[src/rtl/core/binary_bitplane_dot_product_assert.svh]
// Assertion macros for the bit-plane dot product block.
// Needs no other file; included by the top level only.
`ifndef BINARY_BITPLANE_DOT_PRODUCT_ASSERT_SVH
`define BINARY_BITPLANE_DOT_PRODUCT_ASSERT_SVH

`ifndef SYNTHESIS
// Same-cycle implication, checked at every rising edge outside reset.
`define BBDP_ASSERT_NOW(label, clk, rst, ante, cons) \
   label: assert property (@(posedge clk) disable iff (rst) (ante) |-> (cons)) \
      else $error("assertion failed: same-cycle implication");
// Next-cycle implication.
`define BBDP_ASSERT_NEXT(label, clk, rst, ante, cons) \
   label: assert property (@(posedge clk) disable iff (rst) (ante) |=> (cons)) \
      else $error("assertion failed: next-cycle implication");
`else
`define BBDP_ASSERT_NOW(label, clk, rst, ante, cons)
`define BBDP_ASSERT_NEXT(label, clk, rst, ante, cons)
`endif

`endif

[src/rtl/core/bbdp_pkg.sv]
// Shared types, constants and the popcount function of the bit-plane dot product.
// Depends on nothing; used by every module of the block.
`default_nettype none

package bbdp_pkg;

   localparam int unsigned MAX_PLANES  = 8;
   localparam int unsigned WORD_BITS   = 64;
   localparam int unsigned COUNT_W     = 7;    // popcount of one 64-bit word
   localparam int unsigned INNER_ACC_W = 21;
   localparam int unsigned INNER_W     = 20;
   localparam int unsigned ONES_W      = 13;
   localparam int unsigned SCALE_W     = 32;
   localparam int unsigned SCORE_W     = 64;

   // Byte k holds the number of set bits of the 3-bit value k.
   localparam logic [63:0] POP3_TABLE = 64'h0302020102010100;

   // Register indexes of the configuration port.
   localparam logic [1:0] CSR_PLANE_COUNT  = 2'd0;
   localparam logic [1:0] CSR_DELTA_SCALE  = 2'd1;
   localparam logic [1:0] CSR_OFFSET_SCALE = 2'd2;

   // Control word of the lane stage.
   typedef struct packed {
      logic valid;
      logic last;
   } ctl_type;

   // Totals of one finished vector, handed from merge to score.
   typedef struct packed {
      logic               valid;
      logic [INNER_W-1:0] inner;
      logic [ONES_W-1:0]  ones;
   } sum_type;

   // Adder-tree popcount: nibble counts from the table, then four tree levels.
   function automatic logic [COUNT_W-1:0] popcount64(input logic [WORD_BITS-1:0] v);
      logic [7:0] entry;
      logic [2:0] c4  [16];
      logic [3:0] c8  [8];
      logic [4:0] c16 [4];
      logic [5:0] c32 [2];
      for (int n = 0; n < 16; n++) begin
         entry = POP3_TABLE[{v[4*n +: 3], 3'b000} +: 8];
         c4[n] = entry[2:0] + {2'b00, v[4*n+3]};
      end
      for (int n = 0; n < 8; n++) c8[n]  = {1'b0, c4[2*n]}  + {1'b0, c4[2*n+1]};
      for (int n = 0; n < 4; n++) c16[n] = {1'b0, c8[2*n]}  + {1'b0, c8[2*n+1]};
      for (int n = 0; n < 2; n++) c32[n] = {1'b0, c16[2*n]} + {1'b0, c16[2*n+1]};
      return {1'b0, c32[0]} + {1'b0, c32[1]};
   endfunction

endpackage

`default_nettype wire

[src/rtl/core/bbdp_merge.sv]
// Merge stage: weights the lane counts, runs the saturating accumulators and
// closes a vector on its last word. Uses bbdp_pkg types and widths.
`default_nettype none

module bbdp_merge #(
   parameter int unsigned MAX_PLANES = bbdp_pkg::MAX_PLANES
) (
   input  wire logic                         clock,
   input  wire logic                         reset,
   input  wire logic                         advance,
   input  wire bbdp_pkg::ctl_type            ctl,
   input  wire logic [bbdp_pkg::COUNT_W-1:0] plane_counts [MAX_PLANES],
   input  wire logic [bbdp_pkg::COUNT_W-1:0] ones_word,
   output bbdp_pkg::sum_type                 sum
);

   localparam int unsigned WIP_W = bbdp_pkg::COUNT_W + MAX_PLANES;
   localparam logic [bbdp_pkg::INNER_ACC_W-1:0] INNER_MAX = '1;
   localparam logic [bbdp_pkg::ONES_W-1:0]      ONES_MAX  = '1;
   localparam logic [bbdp_pkg::INNER_W-1:0]     OUT_MAX   = '1;

   logic [bbdp_pkg::INNER_ACC_W-1:0] inner_acc_ff, inner_acc_in;
   logic [bbdp_pkg::ONES_W-1:0]      ones_acc_ff, ones_acc_in;
   bbdp_pkg::sum_type                sum_ff, sum_in;

   logic [WIP_W-1:0]                 word_ip;
   logic [bbdp_pkg::INNER_ACC_W:0]   inner_total;
   logic [bbdp_pkg::ONES_W:0]        ones_total;
   logic [bbdp_pkg::INNER_ACC_W-1:0] inner_sat;
   logic [bbdp_pkg::ONES_W-1:0]      ones_sat;

   always_comb begin
      word_ip = '0;
      for (int b = 0; b < MAX_PLANES; b++) begin
         word_ip = word_ip + (WIP_W'(plane_counts[b]) << b);
      end
      inner_total = {1'b0, inner_acc_ff} + (bbdp_pkg::INNER_ACC_W + 1)'(word_ip);
      ones_total  = {1'b0, ones_acc_ff} + (bbdp_pkg::ONES_W + 1)'(ones_word);
      inner_sat   = inner_total[bbdp_pkg::INNER_ACC_W] ? INNER_MAX
                                                       : inner_total[bbdp_pkg::INNER_ACC_W-1:0];
      ones_sat    = ones_total[bbdp_pkg::ONES_W] ? ONES_MAX : ones_total[bbdp_pkg::ONES_W-1:0];

      inner_acc_in = inner_acc_ff;
      ones_acc_in  = ones_acc_ff;
      sum_in.valid = ctl.valid && ctl.last;
      sum_in.inner = inner_sat[bbdp_pkg::INNER_ACC_W-1] ? OUT_MAX
                                                        : inner_sat[bbdp_pkg::INNER_W-1:0];
      sum_in.ones  = ones_sat;
      if (ctl.valid) begin
         // Clear on the last word, otherwise keep counting.
         inner_acc_in = ctl.last ? '0 : inner_sat;
         ones_acc_in  = ctl.last ? '0 : ones_sat;
      end
   end

   always_ff @(posedge clock) begin
      if (reset) begin
         inner_acc_ff <= '0;
         ones_acc_ff  <= '0;
         sum_ff.valid <= 1'b0;
      end else if (advance) begin
         inner_acc_ff <= inner_acc_in;
         ones_acc_ff  <= ones_acc_in;
         sum_ff.valid <= sum_in.valid;
      end
   end

   always_ff @(posedge clock) begin
      if (advance) begin
         sum_ff.inner <= sum_in.inner;
         sum_ff.ones  <= sum_in.ones;
      end
   end

   assign sum = sum_ff;

endmodule

`default_nettype wire

[config.mk]
export PLATFORM = sky130hd
export DESIGN_NAME = bbdp_merge
export DESIGN_NICKNAME = d
export VERILOG_FILES = /design/src/rtl/core/binary_bitplane_dot_product_assert.svh /design/src/rtl/core/bbdp_pkg.sv /design/src/rtl/core/bbdp_merge.sv
export SDC_FILE = /design/constraint.sdc
export NUM_CORES = 1
export LEC_CHECK = 0
export ABC_AREA = 1
export BUFFER_PORTS_ARGS = -buffer_cell sky130_fd_sc_hd__buf_4
export CORE_ASPECT_RATIO = 0.7
export CORE_UTILIZATION = 51
export DETAILED_ROUTE_END_ITERATION = 6
export GPL_ROUTABILITY_DRIVEN = 0
export PLACE_DENSITY_LB_ADDON = 0.3
export SETUP_SLACK_MARGIN = 0.1
export SLEW_MARGIN = 10
export SYNTH_ARGS = -nofsm -noshare
export SYNTH_HDL_FRONTEND = slang
export SYNTH_SLANG_ARGS = --single-unit
[constraint.sdc]
create_clock -name clock -period 6.78 [get_ports clock]
set_input_delay 1.356 -clock clock [delete_from_list [all_inputs] [get_ports clock]]
set_output_delay 1.356 -clock clock [all_outputs]
set_load 0.03 [all_outputs]
# Yosys cells after proc, flatten, opt, wreduce, memory -nomap -nowiden
# Index checks and enable logic that the tools add are counted.
[totals]
latchBits = 0
output_inout_bits = 34
ramBits = 0
mem_count = 0
wordCells = 20
romBits = 0
regBits = 68
[classes]
n_lt_le_gt_ge = 0
addsub = 9
muxes = 4
shifts = 0
n_mul = 0
div = 0
eq_ne = 0
reduce_logical = 2
bitwise = 0
[ops]
columns = ["op", "count"]
rows = [
  ["$mux 21", 2],
  ["$mux 13", 2],
  ["$add 21x15->22", 1],
  ["$add 14x14->15", 1],
  ["$add 13x13->14", 1],
  ["$add 13x7->14", 1],
  ["$add 12x12->13", 1],
  ["$add 11x11->12", 1],
  ["$add 10x10->11", 1],
  ["$add 9x9->10", 1],
  ["$add 7x8->9", 1],
  ["$reduce_and 2->1", 1],
  ["$logic_and 1x1->1", 1],
]

# Longest topological paths before layout
# Gate-level depths: netlist of run 1.
[logic_depth]
depth_word = 10
ltp_mapped = 20
mapped_depth_nobuf = 20

# Worst setup path after synthesis of run 1
# OpenSTA, ideal clock, no wires.
[synth_path]
path_type = "in2reg"
from = "input plane_counts[0] (netlist bit)"
to = "register sum_ff (netlist bit sum[20]) (data pin)"
stages = 18
slack_ns = 1.629
t_arrival_ns = 4.892
cell_sequence = "inv_1 -> fa_1 -> inv_1 -> fa_1 -> fa_1 -> inv_1 -> fa_1 -> inv_1 -> ha_1 -> nand2_2 -> inv_1 -> nand2_1 -> nand2_1 -> nand2_1 -> nand3_2 -> a21oi_4 -> nand2_4 -> or2_1"
[synth_between]
elab_chain_cells = 3
[synth_lines]
columns = ["item", "line_no", "rtl"]
rows = [
  ["start, declared", "bbdp_merge.sv:12", "input wire logic [bbdp_pkg::COUNT_W-1:0] plane_counts [MAX_PLANES],"],
  ["$add 14x14->15", "bbdp_merge.sv:35", "word_ip = word_ip + (WIP_W'(plane_counts[b]) << b);"],
  ["$add 21x15->22", "bbdp_merge.sv:37", "inner_total = {1'b0, inner_acc_ff} + (bbdp_pkg::INNER_ACC_W + 1)'(word_ip);"],
  ["$mux 21", "bbdp_merge.sv:39", "inner_sat = inner_total[bbdp_pkg::INNER_ACC_W] ? INNER_MAX"],
  ["end, declared", "bbdp_merge.sv:24", "bbdp_pkg::sum_type sum_ff, sum_in;"],
]
# No other way between the ends.
# A chain may end at the register's enable or synchronous reset.

# Final worst setup path of run 1
[layout_path]
from = "input plane_counts[0] (netlist bit)"
to = "register sum_ff (netlist bit sum[27]) (data pin)"
# The elaborated chain is that of the path after synthesis.

==> metrics.md, run 1 <==
| Metric | Value |
|---|---|
| Flops & latches, synth | `68` |
| Syn Inst Count | `701` |
| Crit-path max FO | `18` |
| Die Area | `11,400 µm²` |
| Tightest Hold Check Type | `flop to flop` |
| Worst EP required | `6.86 ns` |
| Min Hold Slack | `0.465 ns` |
| Vias in the first global route | `4,573` |
| Nets | `962` |
| Layout cells sized above 1 | `18.9%` |
| CTS Buf Count | `9` |
| Run status | `finished clean` |
| Skew-Pair Late Insertion Delay | `0.34 ns` |
| Count leader, synth | `nand2_1` |
| Critical-path cell list | `buf_4 > inv_1 > fa_1 > inv_1 > fa_1 > fa_1 > inv_1 > fa_1 > inv_1 > ha_1 > nand2_2 > inv_1 > nand2_1 > nand2_1 > nand2_1 > nand3_2 > a21oi_4 > nand2_4 > inv_4 > nand3_1` |
| RSZ-0062 raised after global routing | `false` |
| DR DRC count | `0` |
| Critical Path Slowest Stage Cell | `fa_1` |
| Overflow left after global routing | `0` |
| Antenna-violating nets left | `0` |
| Post-synth ARST share | `0%` |
| Setup CP Type | `primary input to flop` |
| CTS Root Cell | `clkbuf_16` |
| Worst r2r src | `inner_acc_ff[9]` |
| 1st-iter DRT viols | `468` |
| Synth top area share | `17.8%` |
| Final Power | `3210 µW` |
| Max Slew Vio Count | `0` |
| Synth Warn # | `0` |
| Vias per inst | `5.05` |
| N_diodes | `0` |
| Area delta synth->final | `21.6%` |
| Final setup violating endpoints | `0` |
| Initial antenna violation count | `0` |
| WL per Instance | `13.5 µm` |
| Area leader, netlist | `edfxtp_1` |
| Fillers | `876` |
| Hold Fails Final Rpt | `0` |
| Fin crit share | `79.5%` |
| Worst setup startpoint | `plane_counts[0]` |
| Setup Buffers After CTS | `0` |
| Slew headroom | `61.3%` |
| Starting Density | `53.2%` |
| Largest cells by area after synthesis | `edfxtp_1 (18%), fa_1 (16%), nand2_1 (13%)` |
| Most common library cells after synthesis | `nand2_1 (190), inv_1 (156), ha_1 (47)` |
| Syn_nets | `860` |
| # clock sinks | `68` |
| Core footprint | `10,500 µm²` |
| CTS Hold Buffers Added | `0` |
| Critical path arrival | `5.47 ns` |
| Final non-filler cell total | `940` |
| Die Height | `89.5 µm` |
| Pin count of the biggest net entering global routing | `37` |
| Part of the Yosys area used for sequential elements | `30.3%` |
| CTS tree | `done` |
| Critical path depth | `20` |
| Routed wire length | `12.7 mm` |
| Hpwl dp | `9.75 mm` |
| H-Tree Depth | `3` |
| Row count | `31` |
| Worst hold path depth | `2` |
| Fmax | `185 MHz` |
| IO buf count | `101` |
| Worst-case clock buffer depth | `2` |
| Global-route wire length before repair | `21.1 mm` |
| PwrDens | `473 nW/µm²` |
| Ys flop type | `dfxtp_1` |
| Synth Cell Area | `5580 µm²` |
| Worst R2R Path Depth | `17` |
| Initial DRT Pass Iterations | `6` |
| Post-synth EDFFs | `33` |
| CP startpoint kind | `primary input` |
| Slew @ Worst Pin | `0.580 ns` |
| Min-Delay Startpoint | `inner_acc_ff[4]` |
| LEAKAGE | `0.00358 µW` |
| Syn avg cell area | `7.96 µm²` |
| Crit-path max cell delay | `0.55 ns` |
| CTS clk-pin slew, worst paths | `0.06 ns` |
| Die Wd | `127 µm` |
| Placed cell count | `924` |
| Top delay family on crit path | `adder cells` |
| Worst VDD drop | `0.323 mV` |
| CP dominant cell by count | `inv_1` |
| Num ports | `102` |
| Final min period | `5.39 ns` |
| Endpoint type of the worst setup path | `flop` |
| Max-Cap Viols | `0` |
| GRT Util Overall | `24.0%` |
| Buffers & Inverters on Critical Path | `7` |
| Post-synthesis cell type count | `36` |
| Setup TNS | `0 ns` |
| Cts repair resizes | `0` |
| Clock skew | `0.00778 ns` |
| Util after Layout | `64.7%` |
| DR vias | `4,743` |
==> through the flow <==
stage	setup WS (ns)	area, µm²
global placement	1.19	6450
finish	1.39	6780
global route	1.15	6780
floorplan	1.63	5580
detailed placement	1.04	6450
CTS	1.40	6780
==> kinds of logic (layout without fill, tap and decap cells) <==
kind of cell / count (synthesis) / count (layout) / share of synthesized area (%)
fa+ha+maj: 91 / 91 / 26.3
buf+inv: 174 / 281 / 12.1
compound gates: 64 / 64 / 6.33
flops: 68 / 68 / 30.3
xor+xnor: 10 / 10 / 1.57
simple gates: 294 / 294 / 23.4
==> power by group <==
group	switching, µW	internal, µW	leakage [µW]
sequential	36.0	579	0.000610
combinational	1310	766	0.00282
clock	191	324	0.000156
==> sequential cells by signal, indices dropped and copies added (netlist names) <==
register / flops
ones_acc_ff: 13
inner_acc_ff: 21
sum: 34
==> cell type report <==
class	count	area, µm²	area share (%)
Tap cell	132	165	2.44
Inverter	162	611	9.01
Timing Repair Buffer	103	773	11.4
Clock buffer	9	225	3.32
Clock inverter	7	98.8	1.46
Multi-Input combinational cell	459	3210	47.4
Sequential cell	68	1690	25.0
==> tightest hold or removal path: cells and delay by family (launching register included) <==
family	cells	cell delay [ns]
flip-flops	1	0.31
AND/OR/NAND/NOR	1	0.06
AO/OA/AOI/OAI	1	0.05
==> worst paths after layout <==
| kind | end | slack [ns] |
|---|---|---|
| setup / recovery | sum[27] | 1.39 |
| hold / removal | inner_acc_ff[4] | 0.47 |
| setup reg to reg | sum[27] | 2.32 |
| hold reg to reg | inner_acc_ff[4] | 0.47 |
==> layout by cell type (no fill, tap or decap), types with 8 or more instances in the layout <==
cell type  instances
dfxtp_1           35
nand3b_1          11
inv_1            156
clkbuf_16          9
a21oi_1           44
fa_1              44
edfxtp_1          33
buf_4            103
nand2_1          190
nand3_1           37
ha_1              47
nor2_1            22
nand2_2            8
o21ai_1           11
==> per-layer routing <==
layer / global-route usage [%] / part of all wire, % / vias up
met5: 0 / 0 / -
met4: 7.47 / 1.6 / 0
met3: 5.86 / 7.3 / 24
met2: 39.9 / 46 / 180
met1: 31.5 / 45 / 2183
li1: - / - / 2356
Power figures use the tool's default switching activity.
==> run 2: changes to the inputs <==
- ABC_AREA: 1 -> 0
- clock period: 6.78 -> 5.5 ns (I/O delays scaled with it)
==> metrics.md, run 2 <==
| Metric | Value |
|---|---|
| Clock Power Share | `17.4% (+1.4 points)` |
| Setup CP Type | `primary input to flop` |
| Critical path arrival | `5.35 ns (-0.12 ns)` |
| Ys flop type | `dfxtp_1` |
| Die Area | `10,300 µm² (-9.0%)` |
| Post-synth ARST share | `0% (unchanged)` |
| Initial antenna violation count | `0 (unchanged)` |
| Worst EP required | `5.57 ns (-1.29 ns)` |
| Area occupied by multi-input gates | `2900 µm² (-9.7%)` |
| Sequential share of power | `21.6% (+2.4 points)` |
| Most frequent cells in the layout | `buf_4 (113), inv_1 (112), nand2_1 (55)` |
| Max reg flops | `34 (unchanged)` |
| GRT Util Overall | `22.5% (-1.6 points)` |
| Crit-path max FO | `3 (-15)` |
| IO buf count | `101 (unchanged)` |
| Vias per inst | `5.23 (+3.6%)` |
| CTS tree | `done` |
| PwrDens | `557 nW/µm² (+18%)` |
| Syn avg cell area | `9.61 µm² (+21%)` |
| RSZ-0062 raised after global routing | `false` |
| Initial DRT Pass Iterations | `6 (unchanged)` |
| WL per Instance | `14.1 µm (+4.7%)` |
| Core footprint | `9680 µm² (-7.5%)` |
| Final min period | `5.28 ns` |
| Pin count of the biggest net entering global routing | `37 (unchanged)` |
| Synth Cell Area | `5070 µm² (-9.2%)` |
| Syn_nets | `686 (-20%)` |
| Starting Density | `52.3% (-0.94 points)` |
| Skew-Pair Late Insertion Delay | `0.34 ns (about the same)` |
| Layout cells sized above 1 | `21.3% (+2.4 points)` |
| H-Tree Depth | `3 (unchanged)` |
| Combinational power share | `61.0% (-3.8 points)` |
| Util after Layout | `65.5% (+0.73 points)` |
| Fin crit share | `96.0%` |
| Final Power | `3530 µW (+10%)` |
| Setup Buffers After CTS | `0 (unchanged)` |
| Vias in the first global route | `3,866 (-15%)` |
| P_sw | `1490 µW (-3.1%)` |
| Tightest Hold Check Type | `flop to flop` |
| N_diodes | `0 (unchanged)` |
| Die Wd | `121 µm (-4.6%)` |
| Count leader, synth | `inv_1` |
| # clock sinks | `68 (unchanged)` |
| CP dominant cell by count | `fa_1` |
| Slew headroom | `51.9% (-9.4 points)` |
| Final setup violating endpoints | `0 (unchanged)` |
| Global-route wire length before repair | `17.8 mm (-16%)` |
| Crit-path max cell delay | `0.53 ns (-0.02 ns)` |
| Reg area | `1690 µm² (unchanged)` |
| Most common library cells after synthesis | `inv_1 (112), nand2_1 (55), ha_1 (47)` |
| Worst-case clock buffer depth | `2 (unchanged)` |
| Syn Inst Count | `527 (-25%)` |
| CTS Root Cell | `clkbuf_16` |
| Area delta synth->final | `25.1%` |
| Antenna-violating nets left | `0 (unchanged)` |
| Largest cells by area after synthesis | `edfxtp_1 (20%), fa_1 (17%), dfxtp_1 (14%)` |
| Critical-path cell list | `buf_4 > inv_1 > fa_1 > inv_1 > fa_1 > fa_1 > ha_1 > ha_1 > fa_1 > a211oi_2 > o21bai_1 > buf_4 > a211oi_1 > o21bai_1 > a21oi_1 > xor2_1 > nand2_1` |
| Cell Int Power | `2040 µW (+22%)` |
| Critical Path Slowest Stage Cell | `fa_1` |
| Overflow left after global routing | `0 (unchanged)` |
| CP startpoint kind | `primary input` |
| Routed wire length | `10.9 mm (-14%)` |
| Row count | `30 (-3.2%)` |
| Max-Cap Viols | `0 (unchanged)` |
| Fmax | `189 MHz` |
| DR vias | `4,026 (-15%)` |
| DR DRC count | `0 (unchanged)` |
| Part of the Yosys area used for sequential elements | `33.4% (+3.1 points)` |
| CTS Buf Count | `9 (unchanged)` |
| Switching part of the total power | `42.2% (-5.8 points)` |
| LEAKAGE | `0.00327 µW (-8.7%)` |
| Post-synthesis cell type count | `52 (+44%)` |
| Hpwl dp | `8.57 mm (-12%)` |
| Clock skew | `0.00668 ns (-0.00110 ns)` |
| Die Height | `85.4 µm (-4.6%)` |
| 1st-iter DRT viols | `357 (-24%)` |
| Synth top area share | `19.6% (+1.8 points)` |
| Area leader, netlist | `edfxtp_1` |
| Fillers | `755 (-14%)` |
| Nets | `796 (-17%)` |
| CTS clk-pin slew, worst paths | `0.05 ns (about the same)` |
| Most common cell after layout, fill and taps aside | `buf_4` |
| Flops & latches, synth | `68 (unchanged)` |
| Run status | `finished clean` |
| Max Slew Vio Count | `0 (unchanged)` |
| Slew @ Worst Pin | `0.722 ns (+0.142 ns)` |
| Post-synth EDFFs | `33 (unchanged)` |
| Cts repair resizes | `0 (unchanged)` |
| Hold Fails Final Rpt | `0 (unchanged)` |
| CTS Hold Buffers Added | `0 (unchanged)` |
| Num ports | `102 (unchanged)` |
| Worst VDD drop | `0.514 mV (+59%)` |
| Synth Warn # | `0 (unchanged)` |
| Endpoint type of the worst setup path | `flop` |
## run 2: changes by cell type in the layout (fill, tap and decap cells not counted), moves of 6 or more
cell / before / now
a21oi_1: 44 / 20
o21ai_1: 11 / 2
inv_1: 156 / 112
nand2_2: 8 / 0
nand3_1: 37 / 8
o21bai_1: 0 / 6
nand3b_1: 11 / 0
a21o_1: 1 / 8
nand2_1: 190 / 55
o21ai_0: 2 / 30
buf_4: 103 / 113
a22o_1: 0 / 10
## run 2: layout make-up
| cell class | instances | share of cell area [%] |
|---|---|---|
| clock buffer | 11 | 3.83 |
| tap | 128 | 2.53 |
| multi-input combinational | 333 | 45.8 |
| sequential | 68 | 26.7 |
| clock inverter | 5 | 1.18 |
| inverter | 112 | 6.63 |
| timing repair buffer | 113 | 13.4 |
## run 2: layer usage
| metal | part of all wire, % | wire length, µm | vias to the layer above | track usage (%) |
|---|---|---|---|---|
| met4 | 1.4 | 153 | 0 | 6.51 |
| met2 | 49 | 5320 | 154 | 37.6 |
| li1 | - | - | 1947 | - |
| met1 | 43 | 4640 | 1909 | 29.7 |
| met5 | 0 | 0 | - | 0 |
| met3 | 6.8 | 737 | 16 | 4.50 |
## run 2: power groups by stage
| stage | Combinational, µW | Clock [µW] | Sequential (µW) |
|---|---|---|---|
| final | 2150 | 617 | 763 |
| after global routing | 2400 | 641 | 771 |
| after CTS | 2140 | 623 | 765 |
| after detailed placement | 2130 | 0 | 774 |
| after global placement | 2080 | 0 | 774 |
| after floorplan | 1410 | 0 | 881 |
## run 2: worst paths after layout
path                         start                to  slack [ns]  cells past startpoint
setup / recovery  plane_counts[21]           sum[29]        0.22                     17
setup reg to reg   inner_acc_ff[4]           sum[29]        0.83                     16
hold / removal    inner_acc_ff[13]  inner_acc_ff[13]        0.46                      2
hold reg to reg   inner_acc_ff[13]  inner_acc_ff[13]        0.46                      2
## run 2: logic make-up (layout without fill, tap and decap cells)
family | Yosys count | after routing | synth area share (%)
AO/OA/AOI/OAI | 108 | 108 | 14.2
adder cells (fa/ha/maj) | 91 | 91 | 29.0
XOR/XNOR | 16 | 16 | 3.14
buffers and inverters | 126 | 241 | 9.56
AND/OR/NAND/NOR | 115 | 115 | 10.1
flip-flops | 68 | 68 | 33.4
multiplexers | 3 | 3 | 0.617
## run 2: per-stage QoR
step / TNS (ns) / cell area, µm² / worst slack [ns] / cells / hold WS (ns)
3_3_place_gp: 0 / 6020 / 0.0110 / 754 / 0.440
6_report: 0 / 6340 / 0.223 / 770 / 0.460
5_1_grt: 0 / 6340 / 0.117 / 770 / 0.496
2_1_floorplan: 0 / 5070 / 0.213 / 527 / 0.425
3_5_place_dp: -0.872 / 6020 / -0.0960 / 754 / 0.451
4_1_cts: 0 / 6340 / 0.231 / 770 / 0.463
## run 2: worst max-delay path: cells and delay by family
| family | cells | cell delay (ns) |
|---|---|---|
| buf+inv | 4 | 0.35 |
| compound gates | 5 | 1.00 |
| fa+ha+maj | 6 | 2.51 |
| xor+xnor | 1 | 0.28 |
| simple gates | 1 | 0.11 |
