## src/rtl/core/binary_bitplane_dot_product_assert.svh

```systemverilog
// Assertion macros for the bit-plane dot product block.
// Needs no other file; included by the top level only.
`ifndef BINARY_BITPLANE_DOT_PRODUCT_ASSERT_SVH
`define BINARY_BITPLANE_DOT_PRODUCT_ASSERT_SVH

`ifndef SYNTHESIS
// Same-cycle implication, checked at every rising edge outside reset.
`define BBDP_ASSERT_NOW(label, clk, rst, ante, cons) \
   label: assert property (@(posedge clk) disable iff (rst) (ante) |-> (cons)) \
      else $error("assertion failed: same-cycle implication");
// Next-cycle implication.
`define BBDP_ASSERT_NEXT(label, clk, rst, ante, cons) \
   label: assert property (@(posedge clk) disable iff (rst) (ante) |=> (cons)) \
      else $error("assertion failed: next-cycle implication");
`else
`define BBDP_ASSERT_NOW(label, clk, rst, ante, cons)
`define BBDP_ASSERT_NEXT(label, clk, rst, ante, cons)
`endif

`endif

```

## src/rtl/core/bbdp_pkg.sv

```systemverilog
// Shared types, constants and the popcount function of the bit-plane dot product.
// Depends on nothing; used by every module of the block.
`default_nettype none

package bbdp_pkg;

   localparam int unsigned MAX_PLANES  = 8;
   localparam int unsigned WORD_BITS   = 64;
   localparam int unsigned COUNT_W     = 7;    // popcount of one 64-bit word
   localparam int unsigned INNER_ACC_W = 21;
   localparam int unsigned INNER_W     = 20;
   localparam int unsigned ONES_W      = 13;
   localparam int unsigned SCALE_W     = 32;
   localparam int unsigned SCORE_W     = 64;

   // Byte k holds the number of set bits of the 3-bit value k.
   localparam logic [63:0] POP3_TABLE = 64'h0302020102010100;

   // Register indexes of the configuration port.
   localparam logic [1:0] CSR_PLANE_COUNT  = 2'd0;
   localparam logic [1:0] CSR_DELTA_SCALE  = 2'd1;
   localparam logic [1:0] CSR_OFFSET_SCALE = 2'd2;

   // Control word of the lane stage.
   typedef struct packed {
      logic valid;
      logic last;
   } ctl_type;

   // Totals of one finished vector, handed from merge to score.
   typedef struct packed {
      logic               valid;
      logic [INNER_W-1:0] inner;
      logic [ONES_W-1:0]  ones;
   } sum_type;

   // Adder-tree popcount: nibble counts from the table, then four tree levels.
   function automatic logic [COUNT_W-1:0] popcount64(input logic [WORD_BITS-1:0] v);
      logic [7:0] entry;
      logic [2:0] c4  [16];
      logic [3:0] c8  [8];
      logic [4:0] c16 [4];
      logic [5:0] c32 [2];
      for (int n = 0; n < 16; n++) begin
         entry = POP3_TABLE[{v[4*n +: 3], 3'b000} +: 8];
         c4[n] = entry[2:0] + {2'b00, v[4*n+3]};
      end
      for (int n = 0; n < 8; n++) c8[n]  = {1'b0, c4[2*n]}  + {1'b0, c4[2*n+1]};
      for (int n = 0; n < 4; n++) c16[n] = {1'b0, c8[2*n]}  + {1'b0, c8[2*n+1]};
      for (int n = 0; n < 2; n++) c32[n] = {1'b0, c16[2*n]} + {1'b0, c16[2*n+1]};
      return {1'b0, c32[0]} + {1'b0, c32[1]};
   endfunction

endpackage

`default_nettype wire

```

## src/rtl/core/bbdp_lane.sv

```systemverilog
// One popcount lane: counts the set bits of data AND plane, registered.
// Uses bbdp_pkg for widths and the popcount function.
`default_nettype none

module bbdp_lane (
   input  wire logic                             clock,
   input  wire logic                             advance,
   input  wire logic                             active,
   input  wire logic [bbdp_pkg::WORD_BITS-1:0]   data_word,
   input  wire logic [bbdp_pkg::WORD_BITS-1:0]   plane_word,
   output logic      [bbdp_pkg::COUNT_W-1:0]     count
);

   logic [bbdp_pkg::COUNT_W-1:0] count_ff;
   logic [bbdp_pkg::COUNT_W-1:0] count_in;

   // Drop the plane entirely when it is not in use.
   always_comb begin
      count_in = active ? bbdp_pkg::popcount64(data_word & plane_word) : '0;
   end

   always_ff @(posedge clock) begin
      if (advance) begin
         count_ff <= count_in;
      end
   end

   assign count = count_ff;

endmodule

`default_nettype wire

```

## config.mk

```make
export PLATFORM = sky130hd
export DESIGN_NAME = bbdp_lane
export DESIGN_NICKNAME = d
export VERILOG_FILES = /design/src/rtl/core/binary_bitplane_dot_product_assert.svh /design/src/rtl/core/bbdp_pkg.sv /design/src/rtl/core/bbdp_lane.sv
export SDC_FILE = /design/constraint.sdc
export NUM_CORES = 1
export LEC_CHECK = 0
export BUFFER_PORTS_ARGS = -buffer_cell sky130_fd_sc_hd__buf_2
export CAP_MARGIN = 20
export CORE_ASPECT_RATIO = 0.5
export CORE_MARGIN = 1
export CORE_UTILIZATION = 50
export DETAILED_ROUTE_END_ITERATION = 8
export GPL_ROUTABILITY_DRIVEN = 0
export HOLD_SLACK_MARGIN = 0.08
export MAX_ROUTING_LAYER = met4
export PLACE_DENSITY = 0.82
export SLEW_MARGIN = 20
export SYNTH_ARGS = -nofsm -noshare
export SYNTH_HDL_FRONTEND = slang
export SYNTH_SLANG_ARGS = --single-unit
```

## constraint.sdc

```tcl
create_clock -name clock -period 7.69 [get_ports clock]
set_input_delay 1.538 -clock clock [delete_from_list [all_inputs] [get_ports clock]]
set_output_delay 1.538 -clock clock [all_outputs]
set_load 0.01 [all_outputs]
```

# --- Word level (Yosys, flattened, before mapping) ---
# Cells that the tools add are included.
totals:
  ram_bits: 0
  mem_bits_ro: 0
  output_inout_bits: 7
  wordCells: 49
  latchBits: 0
  input_bits: 131
  regBits: 7
  mem_count: 0
op_classes:
  n_addsub: 31
  n_reduce_logical: 0
  mul: 0
  n_lt_le_gt_ge: 0
  shift: 16
  bitwise: 1
  n_mux: 0
  n_div: 0
  eq_ne: 0
ops:
  columns: ["operator", "n"]
  rows:
  - ["64-bit by 7-bit variable part select with 3-bit output, first input constant", 16]
  - ["64-bit AND", 1]
  - ["3-bit by 1-bit adder with 3-bit output", 16]
  - ["3-bit by 3-bit adder with 4-bit output", 8]
  - ["4-bit by 4-bit adder with 5-bit output", 4]
  - ["5-bit by 5-bit adder with 6-bit output", 2]
  - ["6-bit by 6-bit adder with 7-bit output", 1]

# --- Logic depth before layout (Yosys ltp) ---
# Gate-level depths: netlist of run 1.
logic_depth:
  depth_word: 7
  mapped_depth: 23

# --- Least setup slack after synthesis of run 1 ---
# OpenSTA, ideal clock, no wires.
synth_timing:
  path_kind: "input to register"
  startpoint: "input data_word[28] (netlist bit)"
  endpoint: "register count_ff (netlist bit count[6]), data pin"
  arrival_ns: 6.565
  n_path_buf: 0
  setup_slack_ns: 0.859
  required_ns: 7.424
  path_stages: 19
  path_cell_list: "and2_1 > inv_1 > ha_1 > a21oi_1 > a31oi_1 > ha_1 > ha_1 > inv_1 > fa_1 > fa_1 > inv_1 > fa_1 > fa_1 > fa_1 > fa_1 > ha_1 > a211oi_2 > nor3_1 > or3b_1"
synth_via:
  elab_chain_cells: 7
synth_lines:
  columns: ["item", "line_no", "source"]
  rows:
  - ["from (decl)", "bbdp_lane.sv:9", "input wire logic [bbdp_pkg::WORD_BITS-1:0] data_word,"]
  - ["64-bit AND", "bbdp_lane.sv:19", "count_in = active ? bbdp_pkg::popcount64(data_word & plane_word) : '0;"]
  - ["64-bit by 7-bit variable part select with 3-bit output", "bbdp_pkg.sv:45", "entry = POP3_TABLE[{v[4*n +: 3], 3'b000} +: 8];"]
  - ["3-bit by 1-bit adder with 3-bit output", "bbdp_pkg.sv:46", "c4[n] = entry[2:0] + {2'b00, v[4*n+3]};"]
  - ["3-bit by 3-bit adder with 4-bit output", "bbdp_pkg.sv:48", "for (int n = 0; n < 8; n++) c8[n] = {1'b0, c4[2*n]} + {1'b0, c4[2*n+1]};"]
  - ["4-bit by 4-bit adder with 5-bit output", "bbdp_pkg.sv:49", "for (int n = 0; n < 4; n++) c16[n] = {1'b0, c8[2*n]} + {1'b0, c8[2*n+1]};"]
  - ["5-bit by 5-bit adder with 6-bit output", "bbdp_pkg.sv:50", "for (int n = 0; n < 2; n++) c32[n] = {1'b0, c16[2*n]} + {1'b0, c16[2*n+1]};"]
  - ["6-bit by 6-bit adder with 7-bit output", "bbdp_pkg.sv:51", "return {1'b0, c32[0]} + {1'b0, c32[1]};"]
  - ["to (signal assigned)", "bbdp_lane.sv:24", "count_ff <= count_in;"]
  - ["to (decl)", "bbdp_lane.sv:14", "logic [bbdp_pkg::COUNT_W-1:0] count_ff;"]
# Every way passes these cells.
# A chain may end at the register's enable or synchronous reset.

# --- Worst setup path after layout of run 1 ---
layout_timing:
  startpoint: "input data_word[12] (netlist bit)"
  endpoint: "register count_ff (netlist bit count[6]), data pin"
# Same word-level chain as after synthesis.

==> metrics.md, run 1 <==
| Metric | Value |
|---|---|
| Synth area leader | ha_1 |
| Max Clk Rate | 144 MHz |
| Vias in the first global route | 2440 |
| Iter 0 DRT Violations | 19 |
| Slew HR | 0.797 |
| Htree depth | 1 |
| Number of setup buffers added after CTS | 0 |
| Synth-to-layout area growth | 27.4% |
| Post-Syn Instances | 365 |
| Final worst slack | 0.759 ns |
| Synth Register Bits | 7 |
| Cts bufs inserted | 3 |
| Max cap viols | 0 |
| CTS Hold Bufs | 0 |
| Final Hold Vio Count | 0 |
| CP Capture Point | count[6] |
| Overflow after GRT | 0 |
| Hold Path Cell Cnt | 1 |
| CTS resizes | 0 |
| Clock-pin slew on the worst setup and hold paths | 0.04 ns |
| Sequential area share after synthesis | 0.0674 |
| Post-DP HPWL | 5220 microns |
| Count of final setup violators | 0 |
| Core area | 0.00573 sq mm |
| Power per cell area | 413 mW/mm^2 |
| Worst setup EP type | flip-flop |
| Place WS | 0.517 ns |
| Mean number of vias per cell | 4.55 |
| Via Count | 2678 |
| ANT cells | 0 |
| Most common cell in the synthesized netlist | inv_1 |
| PortBufs | 137 |
| Fin crit share | 0.901 |
| Peak supply drop | 0.562 mV |
| Antenna viol nets, final | 0 |
| Syn Nets | 614 |
| Row count | 19 |
| Number of enable flip-flop cells after synthesis | 7 |
| Post-synth top cells | 96 x inv_1, 78 x ha_1, 56 x nand2_1, 40 x fa_1, 27 x and2_1 |
| Wire per inst | 9.31 microns |
| Max Slew Vio Count | 0 |
| Crit Path Max Fanout | 3 |
| Die Wd | 114 microns |
| Fraction of layout cells with a size suffix above 1 | 0.280 |
| Worst hold slack | 1.64 ns |
| Status | finished clean |
| Synthesized area | 0.00312 sq mm |
| RSZ-0062 raised after global routing | false |
| Final net count | 754 |
| Total GRT Usage | 0.185 |
| Slew @ Worst Pin | 0.299 ns |
| Largest register FFs | 7 |
| Synthesized area per cell | 8.54 sq um |
| Routed WL | 5480 microns |
| Leak pwr | 2.46 nW |
| CTS max path bufs | 2 |
| CTS tree | done |
| Crit path kind | primary input to flip-flop |
| Critical Path AT | 6.90 ns |
| Async SR Flop Fraction | 0 |
| Final Util | 0.693 |
| Largest net degree at the start of global routing | 13 |
| Number of synthesis warnings | 0 |
| Initial Util | 0.544 |
| Top_reg_cell synth | edfxtp_1 |
| DRC | 0 |
| Initial antenna violation count | 0 |
| Worst EP required | 7.66 ns |
| Drt first pass iters | 4 |
| First-pass GRT wire length | 9580 microns |
| Synth unique cells | 26 |
| Top post-synthesis cells by area | ha_1 31%, fa_1 26%, inv_1 12% |
| Yosys top cell area share | 0.313 |
| Full die area | 0.00657 sq mm |
| Clk sinks | 7 |
| Ports | 138 |
| Startpoint Class | primary input |
| Fin crit period | 6.93 ns |
| Die height | 57.8 microns |
| Final TNS setup | 0 ns |
| Hold Crit Class | primary input to flip-flop |
| Critical Path Start | data_word[12] |
| Clk root buf | clkbuf_16 |
[layout by cell type (no fill, tap or decap), types with 3 or more instances in the layout]
cell,count
nand2_1,56
o21ai_1,8
o21ai_0,12
fa_1,40
ha_1,78
a21oi_1,9
xnor2_1,7
inv_1,96
and2_1,27
a31oi_1,8
buf_2,137
edfxtp_1,7
clkbuf_16,3
[report_power, final]
part           switching (W)  internal (W)  total (W)
Sequential        0.00000381      0.000104   0.000108
Clock              0.0000190     0.0000689  0.0000879
Combinational       0.000777      0.000667    0.00144
Total               0.000800      0.000840    0.00164
[layout make-up]
| class | count | area [sq um] |
|---|---|---|
| flip-flops and latches | 7 | 210 |
| multi-input cells | 260 | 2530 |
| repair buffers | 137 | 686 |
| clock buffers | 4 | 78.8 |
| well taps | 84 | 105 |
| fillers | 486 | 1760 |
| inverters | 96 | 360 |
[layer usage]
metal / track usage / vias to the layer above / wire (microns)
li1: - / 1417 / -
met1: 0.246 / 1185 / 2540
met2: 0.322 / 72 / 2600
met3: 0.0167 / 4 / 316
met4: 0.0207 / 0 / 12
met5: - / - / 0
[worst max-delay path, cell delays in order]
cell,delay (ns)
buf_2,0.09
and2_1,0.16
ha_1,0.30
a21oi_1,0.12
a31oi_1,0.06
ha_1,0.19
ha_1,0.30
fa_1,0.55
fa_1,0.45
fa_1,0.55
inv_1,0.05
fa_1,0.41
inv_1,0.09
fa_1,0.44
fa_1,0.54
ha_1,0.35
a211oi_2,0.27
nor3_1,0.09
or3b_1,0.34
[how the worst min path moves through the flow]
stage / from / to / slack, ns
after detailed placement: advance / count[5] / 1.86
after CTS: advance / count[4] / 1.63
after global routing: advance / count[6] / 1.64
final: advance / count[4] / 1.64
after global placement: advance / count[4] / 1.86
after floorplan: advance / count[0] / 1.65
[stage by stage]
step,area (sq um),total power (W),cells
after floorplan,3120,0.00125,365
after global placement,3890,0.00148,584
after detailed placement,3890,0.00154,584
after CTS,3970,0.00166,588
after global routing,3970,0.00187,588
final,3970,0.00164,588
[kinds of logic (layout without fill, tap and decap cells)]
| kind of cell | Yosys count | count (layout) | share of synthesized area |
|---|---|---|---|
| flops | 7 | 7 | 0.0674 |
| mux | 1 | 1 | 0.00321 |
| fa+ha+maj | 118 | 118 | 0.570 |
| xor+xnor | 8 | 8 | 0.0225 |
| buf+inv | 98 | 237 | 0.120 |
| simple gates | 91 | 91 | 0.140 |
| compound gates | 42 | 42 | 0.0766 |
Power figures use the tool's default switching activity.
==> run 2, diff against run 1 <==
--- a/config.mk
+++ b/config.mk
@@ -7,15 +7,16 @@
 export LEC_CHECK = 0
 export BUFFER_PORTS_ARGS = -buffer_cell sky130_fd_sc_hd__buf_2
 export CAP_MARGIN = 20
+export CELL_PAD_IN_SITES_DETAIL_PLACEMENT = 0
+export CELL_PAD_IN_SITES_GLOBAL_PLACEMENT = 1
 export CORE_ASPECT_RATIO = 0.5
 export CORE_MARGIN = 1
-export CORE_UTILIZATION = 50
+export CORE_UTILIZATION = 35
 export DETAILED_ROUTE_END_ITERATION = 8
 export GPL_ROUTABILITY_DRIVEN = 0
 export HOLD_SLACK_MARGIN = 0.08
 export MAX_ROUTING_LAYER = met4
-export PLACE_DENSITY = 0.82
-export SLEW_MARGIN = 20
+export PLACE_DENSITY = 0.81
 export SYNTH_ARGS = -nofsm -noshare
 export SYNTH_HDL_FRONTEND = slang
 export SYNTH_SLANG_ARGS = --single-unit
==> run 2 against run 1 <==
Against the previous run:
- die area grew 42%
- non-clock buffer count is the same
- worst hold slack lost 0.012 ns
- final cell count grew 4.8%
- first-iteration DRC count grew 53%
- core utilization shrank 21 points
- critical path depth grew 1
- final area grew 0.88%
==> metrics.md, run 2 (synthesis gave the netlist of run 1 again) <==
| Metric | Value |
|---|---|
| Status | finished clean (unchanged) |
| Commonest non-fill, non-tap cell in the layout | buf_2 (unchanged) |
| Mean number of vias per cell | 4.34 (was 4.55) |
| Via Count | 2673 (was 2678) |
| Slew HR | 0.850 (was 0.797) |
| Clock-pin slew on the worst setup and hold paths | 0.04 ns (about the same) |
| PortBufs | 137 (unchanged) |
| Max cap viols | 0 (unchanged) |
| Final TNS setup | 0 ns (unchanged) |
| Peak supply drop | 0.432 mV (was 0.562 mV) |
| Critical Path Start | data_word[28] (was data_word[12]) |
| ANT cells | 0 (unchanged) |
| Post-DP HPWL | 5480 microns (was 5220 microns) |
| Worst setup EP type | flip-flop (unchanged) |
| Largest net degree at the start of global routing | 13 (unchanged) |
| Sequential share of power | 0.066 (about the same) |
| Final net count | 754 (unchanged) |
| Initial antenna violation count | 0 (unchanged) |
| Fraction of layout cells with a size suffix above 1 | 0.280 (unchanged) |
| Clk pwr share | 0.053 (was 0.054) |
| Iter 0 DRT Violations | 29 (was 19) |
| Routed WL | 5690 microns (was 5480 microns) |
| Hold Crit Class | primary input to flip-flop (unchanged) |
| Int Pwr | 0.000852 W (was 0.000840 W) |
| Most frequent cells in the layout | 137 x buf_2, 96 x inv_1, 78 x ha_1, 56 x nand2_1, 40 x fa_1 (unchanged) |
| DRC | 0 (unchanged) |
| Largest register FFs | 7 (unchanged) |
| CTS Hold Bufs | 0 (unchanged) |
| Total GRT Usage | 0.122 (was 0.185) |
| Clk sinks | 7 (unchanged) |
| Drt first pass iters | 5 (was 4) |
| Final Hold Vio Count | 0 (unchanged) |
| Number of setup buffers added after CTS | 0 (unchanged) |
| CP Capture Point | count[6] (unchanged) |
| Leak pwr | 2.46 nW (unchanged) |
| Comb power frac | 0.881 (about the same) |
| Die height | 68.7 microns (was 57.8 microns) |
| Count of final setup violators | 0 (unchanged) |
| Psw | 0.000784 W (was 0.000800 W) |
| Initial Util | 0.375 (was 0.544) |
| CTS max path bufs | 2 (unchanged) |
| Fin crit share | 0.896 (was 0.901) |
| Vias in the first global route | 2154 (was 2440) |
| Core area | 0.00832 sq mm (was 0.00573 sq mm) |
| Antenna viol nets, final | 0 (unchanged) |
| CTS resizes | 0 (unchanged) |
| Fill count | 857 (was 486) |
| Row count | 23 (was 19) |
| Power per cell area | 408 mW/mm^2 (was 413 mW/mm^2) |
| Overflow after GRT | 0 (unchanged) |
| RSZ-0062 raised after global routing | false (unchanged) |
| Wire per inst | 9.23 microns (was 9.31 microns) |
| Critical Path AT | 6.86 ns (was 6.90 ns) |
| Cts bufs inserted | 3 (unchanged) |
| Worst EP required | 7.66 ns (about the same) |
| Full die area | 0.00931 sq mm (was 0.00657 sq mm) |
| Inst Count DP | 612 (was 584) |
| Sw frac | 0.479 (was 0.488) |
| Fin crit period | 6.89 ns (was 6.93 ns) |
| Startpoint Class | primary input (unchanged) |
| Clk root buf | clkbuf_16 (unchanged) |
| Non-filler cells, final | 616 (was 588) |
| First-pass GRT wire length | 8840 microns (was 9580 microns) |
| Ports | 138 (unchanged) |
| Max Clk Rate | 145 MHz (was 144 MHz) |
| Htree depth | 1 (unchanged) |
| Synth-to-layout area growth | 28.5% (was 27.4%) |
| Die Wd | 135 microns (was 114 microns) |
| Max Slew Vio Count | 0 (unchanged) |
| Crit path kind | primary input to flip-flop (unchanged) |
| CTS tree | done (unchanged) |
| Crit Path Max Fanout | 3 (unchanged) |
| Slew @ Worst Pin | 0.222 ns (was 0.299 ns) |
-- run 2: power by group through the flow --
stage                     registers [W]  logic, W  clock network, W
after floorplan                0.000119   0.00113                 0
after global placement         0.000108   0.00139                 0
after detailed placement       0.000109   0.00145                 0
after CTS                      0.000108   0.00148         0.0000884
after global routing           0.000109   0.00168         0.0000928
final                          0.000107   0.00144         0.0000871
-- run 2: routing by layer --
metal  routed length [microns]  part of all wire  global-route usage  up-vias
li1                          -                 -                   -     1417
met1                      2780              0.49               0.168     1177
met2                      2600              0.46               0.201       75
met3                       278             0.049             0.00877        4
met4                        27            0.0047              0.0211        0
met5                         0                 0                   -        -
-- run 2: layout make-up --
class	count	area (sq um)	share of cell area
inverters	96	360	0.0899
multi-input cells	260	2530	0.632
flip-flops and latches	7	210	0.0525
repair buffers	137	686	0.171
well taps	112	140	0.0350
clock buffers	4	78.8	0.0197
-- run 2: worst min-delay path by stage --
stage | start | slack (ns) | cells after the start | to
finish | advance | 1.63 | 1 | count[3]
detailed placement | advance | 1.87 | 1 | count[4]
CTS | advance | 1.63 | 1 | count[3]
global route | advance | 1.65 | 1 | count[2]
global placement | advance | 1.86 | 1 | count[4]
floorplan | advance | 1.65 | 0 | count[0]
-- run 2: critical path: stages --
cell and delay [ns]:
buf_2 0.09, and2_1 0.16, inv_1 0.05, ha_1 0.21
a21oi_1 0.11, a31oi_1 0.06, ha_1 0.19, ha_1 0.27
inv_1 0.04, fa_1 0.39, fa_1 0.54, inv_1 0.06
fa_1 0.51, fa_1 0.54, fa_1 0.52, fa_1 0.55
ha_1 0.35, a211oi_2 0.25, nor3_1 0.08, or3b_1 0.34
-- run 2: stage by stage --
stage	hold WS [ns]	area (sq um)	worst slack, ns	utilization	power [W]
after floorplan	1.65	3120	0.859	-	0.00125
after global placement	1.86	3930	0.595	0.472	0.00150
after detailed placement	1.87	3930	0.533	0.472	0.00156
after CTS	1.63	4010	0.773	0.482	0.00167
after global routing	1.65	4010	0.579	0.482	0.00188
final	1.63	4010	0.802	0.482	0.00164
==> run 3, diff against run 2 <==
--- a/config.mk
+++ b/config.mk
@@ -5,18 +5,19 @@
 export SDC_FILE = /design/constraint.sdc
 export NUM_CORES = 1
 export LEC_CHECK = 0
+export ABC_AREA = 1
 export BUFFER_PORTS_ARGS = -buffer_cell sky130_fd_sc_hd__buf_2
 export CAP_MARGIN = 20
 export CELL_PAD_IN_SITES_DETAIL_PLACEMENT = 0
 export CELL_PAD_IN_SITES_GLOBAL_PLACEMENT = 1
 export CORE_ASPECT_RATIO = 0.5
-export CORE_MARGIN = 1
-export CORE_UTILIZATION = 35
+export CORE_MARGIN = 2
+export CORE_UTILIZATION = 34
 export DETAILED_ROUTE_END_ITERATION = 8
 export GPL_ROUTABILITY_DRIVEN = 0
 export HOLD_SLACK_MARGIN = 0.08
 export MAX_ROUTING_LAYER = met4
-export PLACE_DENSITY = 0.81
+export PLACE_DENSITY = 0.8
 export SYNTH_ARGS = -nofsm -noshare
 export SYNTH_HDL_FRONTEND = slang
 export SYNTH_SLANG_ARGS = --single-unit
==> run 3 against run 2 <==
Against the previous run:
- core utilization down 2.5 points
- worst hold slack better by 0.0078 ns
- maximum frequency up 0.97%
- die area up 6.6%
- power down 7.5%
- final cell count up 6.5%
- critical path depth up 3
- global-route usage up 0.053 points
- clock power up 1%
- wire length down 0.70%
- critical path type unchanged
- largest power group unchanged
==> metrics.md, run 3 <==
| Metric | Value |
|---|---|
| DRC | 0 (unchanged) |
| Total GRT Usage | 0.122 (about the same) |
| Number of synthesis warnings | 0 (unchanged) |
| Post-Syn Instances | 399 (was 365) |
| Yosys top cell area share | 0.315 (was 0.313) |
| Most common cell in the synthesized netlist | inv_1 (unchanged) |
| Fin crit share | 0.887 (was 0.896) |
| Top post-synthesis cells by area | ha_1 32%, fa_1 26%, inv_1 14% (was ha_1 31%, fa_1 26%, inv_1 12%) |
| Dpl cell area | 0.00392 sq mm (was 0.00393 sq mm) |
| Max Slew Vio Count | 0 (unchanged) |
| Clk pwr share | 0.058 (was 0.053) |
| Synth-to-layout area growth | 29.3% (was 28.5%) |
| CTS resizes | 0 (unchanged) |
| Row count | 24 (was 23) |
| Startpoint Class | primary input (unchanged) |
| Syn Nets | 648 (was 614) |
| Via Count | 2667 (was 2673) |
| Worst EP required | 7.67 ns (was 7.66 ns) |
| Final Hold Vio Count | 0 (unchanged) |
| Synthesized area per cell | 7.76 sq um (was 8.54 sq um) |
| CTS max path bufs | 2 (unchanged) |
| Hold Crit Class | primary input to flip-flop (unchanged) |
| Max Clk Rate | 147 MHz (was 145 MHz) |
| Number of setup buffers added after CTS | 0 (unchanged) |
| Count of final setup violators | 0 (unchanged) |
| Synth area leader | ha_1 (unchanged) |
| Slew @ Worst Pin | 0.262 ns (was 0.222 ns) |
| Commonest non-fill, non-tap cell in the layout | buf_2 (unchanged) |
| Worst hold slack | 1.64 ns (was 1.63 ns) |
| Post-synth top cells | 119 x inv_1, 104 x nand2_1, 78 x ha_1, 40 x fa_1, 25 x o21ai_0 (was 96 x inv_1, 78 x ha_1, 56 x nand2_1, 40 x fa_1, 27 x and2_1) |
| Most frequent cells in the layout | 137 x buf_2, 119 x inv_1, 104 x nand2_1, 78 x ha_1, 40 x fa_1 (was 137 x buf_2, 96 x inv_1, 78 x ha_1, 56 x nand2_1, 40 x fa_1) |
| PortBufs | 137 (unchanged) |
| Sw frac | 0.515 (was 0.479) |
| Clk sinks | 7 (unchanged) |
| Sequential area share after synthesis | 0.0679 (was 0.0674) |
| Overflow after GRT | 0 (unchanged) |
| Vias in the first global route | 2498 (was 2154) |
| Leak pwr | 2.66 nW (was 2.46 nW) |
| Fin crit period | 6.82 ns (was 6.89 ns) |
| Slew HR | 0.824 (was 0.850) |
| Non-filler cells, final | 656 (was 616) |
| Critical Path AT | 6.80 ns (was 6.86 ns) |
| Sequential share of power | 0.069 (was 0.066) |
| Fin area | 0.00400 sq mm (was 0.00401 sq mm) |
| Post-DP HPWL | 5560 microns (was 5480 microns) |
| Final Util | 0.456 (was 0.482) |
| Number of enable flip-flop cells after synthesis | 7 (unchanged) |
| Fraction of layout cells with a size suffix above 1 | 0.263 (was 0.280) |
| Initial Util | 0.353 (was 0.375) |
| Wire per inst | 8.61 microns (was 9.23 microns) |
| Final net count | 789 (was 754) |
| Drt first pass iters | 4 (was 5) |
| Clk root buf | clkbuf_16 (unchanged) |
| Power per cell area | 378 mW/mm^2 (was 408 mW/mm^2) |
| Peak supply drop | 0.258 mV (was 0.432 mV) |
| Core area | 0.00877 sq mm (was 0.00832 sq mm) |
| Worst setup EP type | flip-flop (unchanged) |
| Iter 0 DRT Violations | 45 (was 29) |
| Crit Path Max Fanout | 4 (was 3) |
| Synth unique cells | 16 (was 26) |
| Initial antenna violation count | 0 (unchanged) |
| Psw | 0.000779 W (was 0.000784 W) |
| Ports | 138 (unchanged) |
| Status | finished clean (unchanged) |
| ANT cells | 0 (unchanged) |
| Max cap viols | 0 (unchanged) |
| Die Wd | 139 microns (was 135 microns) |
| Largest net degree at the start of global routing | 8 (was 13) |
| Synthesized area | 0.00310 sq mm (was 0.00312 sq mm) |
| Comb power frac | 0.873 (was 0.881) |
| Final TNS setup | 0 ns (unchanged) |
| Htree depth | 1 (unchanged) |
| Clock-pin slew on the worst setup and hold paths | 0.04 ns (about the same) |
| Largest register FFs | 7 (unchanged) |
| Mean number of vias per cell | 4.07 (was 4.34) |
| Crit path kind | primary input to flip-flop (unchanged) |
| Antenna viol nets, final | 0 (unchanged) |
| Top_reg_cell synth | edfxtp_1 (unchanged) |
| Synth Register Bits | 7 (unchanged) |
| Int Pwr | 0.000735 W (was 0.000852 W) |
| Cts bufs inserted | 3 (unchanged) |
| Full die area | 0.00993 sq mm (was 0.00931 sq mm) |
| Critical Path Start | data_word[0] (was data_word[28]) |
| Routed WL | 5650 microns (was 5690 microns) |
| Die height | 71.5 microns (was 68.7 microns) |
| Worst hold start | advance (unchanged) |
| CTS Hold Bufs | 0 (unchanged) |
| Inst Count DP | 652 (was 612) |
| First-pass GRT wire length | 10000 microns (was 8840 microns) |
| Async SR Flop Fraction | 0 (unchanged) |
| RSZ-0062 raised after global routing | false (unchanged) |
| CTS tree | done (unchanged) |
[run 3: cells by family after synthesis]
logic type | Yosys count | share of synthesized area
buf+inv | 121 | 0.147
xor+xnor | 7 | 0.0198
simple gates | 117 | 0.145
compound gates | 29 | 0.0469
fa+ha+maj | 118 | 0.574
flops | 7 | 0.0679
[run 3: per-layer routing]
metal	global-route usage	routed length, microns	part of all wire
met5	-	0	0
met4	0.0135	19	0.0034
met3	0.0127	282	0.050
met2	0.201	2500	0.44
met1	0.170	2850	0.50
[run 3: stage by stage]
| step | power, W | setup slack [ns] |
|---|---|---|
| 4_1_cts | 0.00154 | 0.852 |
| 5_1_grt | 0.00175 | 0.589 |
| 3_3_place_gp | 0.00141 | 0.739 |
| 2_1_floorplan | 0.00115 | 1.00 |
| 6_report | 0.00151 | 0.868 |
| 3_5_place_dp | 0.00145 | 0.619 |
[run 3: final timing paths]
| kind | to | slack (ns) | cells after the start |
|---|---|---|---|
| setup / recovery | count[5] | 0.87 | 23 |
| hold / removal | count[0] | 1.64 | 1 |
[run 3: layout make-up]
cell class	count	area (sq um)
inverter	120	450
tap	117	146
timing repair buffer	137	686
fill	918	4770
multi-input combinational	271	2430
sequential	7	210
clock buffer	4	78.8
[run 3: critical path: stages]
cell	delay, ns
buf_2	0.10
nand2_1	0.07
inv_1	0.04
ha_1	0.27
o21ai_0	0.18
ha_1	0.19
ha_1	0.24
fa_1	0.52
fa_1	0.54
fa_1	0.56
inv_1	0.06
fa_1	0.50
fa_1	0.54
inv_1	0.04
ha_1	0.26
ha_1	0.25
fa_1	0.39
nand2_1	0.10
nand2_1	0.06
a21oi_1	0.17
nand2_1	0.08
nand2_1	0.06
nor2_1	0.04
[run 3: power by group through the flow]
stage / Combinational (W) / Sequential [W] / Clock [W]
finish: 0.00132 / 0.000104 / 0.0000883
global route: 0.00156 / 0.000105 / 0.0000935
CTS: 0.00135 / 0.000104 / 0.0000899
detailed placement: 0.00134 / 0.000105 / 0
global placement: 0.00130 / 0.000104 / 0
floorplan: 0.00104 / 0.000115 / 0
